[src/design/dic_pkg.sv]
// ----------------------------------------------------------------------------
// Dynamic inversion counter - package
// Field widths, register map and item codes shared by the design files.
// ----------------------------------------------------------------------------
`timescale 1ns / 1ps
`default_nettype none

package dic_pkg;

    localparam int DefMaxElements = 1024;

    localparam int ValueW = 11;
    localparam int InvW   = 19;
    localparam int TotalW = 20;
    localparam int SizeW  = 11;

    localparam int InDataW  = 16;
    localparam int OutDataW = 24;

    localparam logic [SizeW-1:0] SizeReset = 11'd1024;

    localparam int ApbAddrW = 1;
    localparam logic [ApbAddrW-1:0] RegNSize = 1'b0;

    localparam logic ActLoad   = 1'b0;
    localparam logic ActDelete = 1'b1;

    localparam logic StatusOk     = 1'b0;
    localparam logic StatusReject = 1'b1;

endpackage

`default_nettype wire

[src/design/dic_walk.sv]
// ----------------------------------------------------------------------------
// Dynamic inversion counter - Fenwick index walker
// Steps through the two-level Fenwick index chain, one cell per cycle.
// ----------------------------------------------------------------------------
`timescale 1ns / 1ps
`default_nettype none

module dic_walk #(
    parameter int MAX_ELEMENTS = dic_pkg::DefMaxElements
) (
    input  wire logic                                i_clk,
    input  wire logic                                i_rst_n,
    input  wire logic                                i_start,
    input  wire logic                                i_add,
    input  wire logic [$clog2(MAX_ELEMENTS)+1:0]     i_p,
    input  wire logic [$clog2(MAX_ELEMENTS)+1:0]     i_v,
    output logic                                     o_rd_en,
    output logic [2*$clog2(MAX_ELEMENTS)-1:0]        o_addr,
    output logic                                     o_done
);

    localparam int IW = $clog2(MAX_ELEMENTS);
    localparam int CW = IW + 2;
    localparam logic [CW-1:0] MaxC = CW'(MAX_ELEMENTS);

    logic          r_busy;
    logic          r_add;
    logic [CW-1:0] r_i;
    logic [CW-1:0] r_j;
    logic [CW-1:0] r_j0;

    logic [CW-1:0] i_lb, j_lb, i_nx, j_nx;
    logic          i_end, j_end, empty;
    logic [CW-1:0] i_m1, j_m1;

    always_comb begin
        i_lb  = r_i & (~r_i + CW'(1));
        j_lb  = r_j & (~r_j + CW'(1));
        i_nx  = r_add ? (r_i + i_lb) : (r_i - i_lb);
        j_nx  = r_add ? (r_j + j_lb) : (r_j - j_lb);
        i_end = r_add ? (i_nx > MaxC) : (i_nx == '0);
        j_end = r_add ? (j_nx > MaxC) : (j_nx == '0);
        empty = (r_i == '0) || (r_j == '0);
        i_m1  = r_i - CW'(1);
        j_m1  = r_j - CW'(1);
    end

    assign o_rd_en = r_busy && !empty;
    assign o_done  = r_busy && (empty || (i_end && j_end));
    assign o_addr  = {i_m1[IW-1:0], j_m1[IW-1:0]};

    always_ff @(posedge i_clk) begin
        if (!i_rst_n) begin
            r_busy <= 1'b0;
        end else if (i_start) begin
            r_busy <= 1'b1;
        end else if (o_done) begin
            r_busy <= 1'b0;
        end
    end

    always_ff @(posedge i_clk) begin
        if (i_start) begin
            r_add <= i_add;
            r_i   <= i_p;
            r_j   <= i_v;
            r_j0  <= i_v;
        end else if (r_busy && !o_done) begin
            if (j_end) begin
                r_i <= i_nx;
                r_j <= r_j0;
            end else begin
                r_j <= j_nx;
            end
        end
    end

endmodule

`default_nettype wire

[config.mk]
export PLATFORM = sky130hd
export DESIGN_NAME = dic_walk
export DESIGN_NICKNAME = d
export VERILOG_FILES = /design/src/design/dic_pkg.sv /design/src/design/dic_walk.sv
export SDC_FILE = /design/constraint.sdc
export NUM_CORES = 1
export LEC_CHECK = 0
export BUFFER_PORTS_ARGS = -buffer_cell sky130_fd_sc_hd__buf_4
export CAP_MARGIN = 20
export CORE_MARGIN = 1
export CORE_UTILIZATION = 64
export DETAILED_ROUTE_END_ITERATION = 10
export GPL_ROUTABILITY_DRIVEN = 1
export GPL_TIMING_DRIVEN = 0
export PLACE_DENSITY = 0.85
export SETUP_SLACK_MARGIN = 0.3
export SYNTH_ARGS = -nofsm -noshare
export SYNTH_HDL_FRONTEND = slang
export SYNTH_SLANG_ARGS = --single-unit
[constraint.sdc]
create_clock -name i_clk -period 11.6 [get_ports i_clk]
set_input_delay 1.74 -clock i_clk [delete_from_list [all_inputs] [get_ports i_clk]]
set_output_delay 1.74 -clock i_clk [all_outputs]
set_load 0.05 [all_outputs]
==> impl_metrics.py <==
metrics = {
    "floorplanning": {
        "die_w_um": 80.30,
        "io_pins": 50,
        "start_util_pct": 66.27,
        "fp.dieH_um": 80.30,
        "core_um2": 5921,
        "die_area_um2": 6448,
        "rows": 28,
    },
    "critical_path": {
        "cp_data_required_time_ns": 9.86,
        "worst_ep_arrival_time_ns": 5.25,
        "r2r-start": "r_j[0]",
        "worstSetupPathType": "reg2out",
        "rr_worst_depth": 20,
        "cp_max_fo": 9,
        "start_kind": "register",
        "worstSetupEndpointType": "primary output",
        "worstReg2RegEnd": "r_j[5]",
        "r2r_setup_slack_ns": 6.14,
    },
    "global_route": {
        "grt_max_degree": 16,
        "antenna_found_initial": 0,
        "overflow": 0,
        "grt_pass1_wl_um": 15290,
        "grt_pass1_vias": 3161,
        "grt_use_total_pct": 31.16,
    },
    "yosys": {
        "synth-adder-area-share_pct": 9.949,
        "synth.most_common_cell": "nand2_1",
        "yosys_register_bits": 38,
        "synth_compound_area_share_pct": 19.13,
        "yosys.area.top_type_share_pct": 28.32,
        "async_flop_share_pct": 0,
        "synthCells": 455,
        "synth_cell_types": 65,
        "synth_xor_area_share_pct": 10.04,
        "synth_commonest_cells": "50 x nand2_1, 38 x nor2_1, 37 x edfxtp_1",
        "synth_area_leaders": "edfxtp_1 28%, ha_1 8.9%, xnor2_1 6.0%",
        "ys_dominant_reg_cell": "edfxtp_1",
        "synth-seq-area-share_pct": 28.83,
        "yosysWarnings": 0,
        "synth_fp_nets": 513,
        "synth_top_family_by_area": "simple AND/OR/NAND/NOR gates",
        "avgSynthCellArea_um2": 8.624,
        "synth-edff-count": 37,
        "synth_area_um2": 3924,
        "muxShareOfSynthArea_pct": 4.369,
        "synth_simple_gate_area_share_pct": 23.53,
        "yosysTopAreaCell": "edfxtp_1",
    },
    "place": {
        "gp_congestion": 0.8917,
        "hpwl_um": 7285,
        "io_buffers": 49,
        "post_dp_cell_area_um2": 4385,
        "dp.cells": 579,
    },
    "route": {
        "wirelength_um": 9688,
        "dr.pass1.iters": 5,
        "num_vias": 3720,
        "vias_per_cell": 6.337,
        "drc": 0,
        "drtIter0Drc": 385,
        "wl_per_cell_um": 16.50,
        "ant_nets": 0,
    },
    "sta": {
        "fin_skew_ns": 0.009047,
        "rsz0062_at_grt": "false",
        "drv_slew": 0,
        "layout_min_cycle_time_ns": 6.994,
        "setup_tns_ns": 0,
        "max_freq_ghz": 0.1430,
        "tightest_slew_ns": 0.7262,
        "hold_violations": 0,
        "setup_violations": 0,
        "max_slew_margin_pct": 51.18,
        "period_share_pct": 60.30,
    },
    "clock_tree": {
        "cts_setup_buffers": 0,
        "cts_max_path_buffers": 2,
        "cts_hold_buf": 0,
        "cts_tree": "done",
        "cts_root_buffer": "clkbuf_8",
        "insertion_delay_ns": 0.30,
        "cts_sinks": 38,
        "htree_levels": 2,
        "cts_resized": 0,
        "clkSlewWorstSetupHoldPaths_ns": 0.08,
        "numCtsBuffers": 5,
    },
    "cells_and_area": {
        "diodes": 0,
        "final_nets": 569,
        "n_fill_cell": 442,
        "regArea_um2": 1131,
        "instances_no_fill": 587,
        "post-route-util_pct": 76.39,
        "multi_input_area_um2": 2630,
        "stdcell_area_um2": 4523,
        "syn2layout_area_growth_pct": 15.27,
        "drive_above_1_share_pct": 15.82,
    },
    "run": {
        "cap_viol_max_count": 0,
    },
    "outcome": {
        "outcome": "finished clean",
    },
    "hold_path": {
        "holdPathEnd": "r_j[4]",
        "hp-class": "reg2reg",
        "hold_start": "r_j0[4]",
        "holdPathStages": 2,
    },
}
==> registers in the layout, summed over array words and instances, names as in the netlist <==
signal	cells
r_add	1
r_busy	1
r_j	12
r_i	12
r_j0	12
==> critical path: stages, from the launching register on <==
cell	delay, ns
edfxtp_1	0.44
buf_6	0.17
inv_1	0.11
ha_1	0.32
nand2_1	0.15
and3_1	0.22
nand2_1	0.08
nor2_1	0.05
nor2_1	0.12
xor2_1	0.22
ha_1	0.26
clkbuf_1	0.18
a21o_1	0.21
a2111oi_0	0.43
a211oi_1	0.20
or4_1	0.45
nand4_2	0.13
mux2_4	0.33
a32oi_4	0.43
a31o_2	0.19
a21boi_0	0.09
buf_4	0.20
==> worst max path at each step <==
stage / from / endpoint / slack, ns / depth (start not counted)
after global placement: r_j[0] / o_done / 5.09 / 21
after detailed placement: r_j[0] / o_done / 4.97 / 21
after global routing: r_j[0] / o_done / 4.31 / 21
final: r_j[0] / o_done / 4.61 / 21
after floorplan: r_j[0] / o_done / 4.56 / 20
after CTS: r_j[0] / o_done / 4.62 / 21
==> routing by layer <==
layer / share of wire [%] / vias up / track usage (%) / wire length [um]
li1: - / 1786 / - / -
met1: 46 / 1763 / 45.92 / 4457
met4: 1.1 / 0 / 7.321 / 102
met5: 0 / - / 0 / 0
met2: 45 / 157 / 47.86 / 4374
met3: 7.8 / 14 / 4.545 / 752
==> final cells by class <==
| class | count | area share [%] |
|---|---|---|
| multi-input cells | 381 | 58.15 |
| plain buffers | 21 | 2.351 |
| well taps | 75 | 2.075 |
| clock buffers | 5 | 1.521 |
| flip-flops and latches | 38 | 25.01 |
| clock inverters | 3 | 1.521 |
| repair buffers | 49 | 8.133 |
| inverters | 15 | 1.245 |
==> cell usage in the layout, fill, tap and decap left out, drive strengths merged, types with 15 or more instances in the layout <==
cell type  instances
nand3             16
nand2             50
xor2              18
edfxtp            37
buf               53
nor2              38
a21oi             21
xnor2             27
inv               15
clkbuf            22
ha                28
o21ai             33
nor3              17
==> metrics by stage <==
step                      worst slack (ns)  hold slack [ns]
after floorplan                      4.563           0.5613
after global placement               5.088           0.5726
after detailed placement             4.967           0.5828
after CTS                            4.623           0.5975
after global routing                 4.307           0.6080
final                                4.606           0.5873
==> cell families after synthesis <==
| kind of cell | count (synthesis) |
|---|---|
| buf+inv | 36 |
| flops | 38 |
| mux | 16 |
| xor+xnor | 45 |
| simple gates | 180 |
| compound gates | 110 |
| fa+ha+maj | 30 |
Power is not shown: default switching activity piles up to over one toggle a cycle in this logic, so the estimate is an artifact.
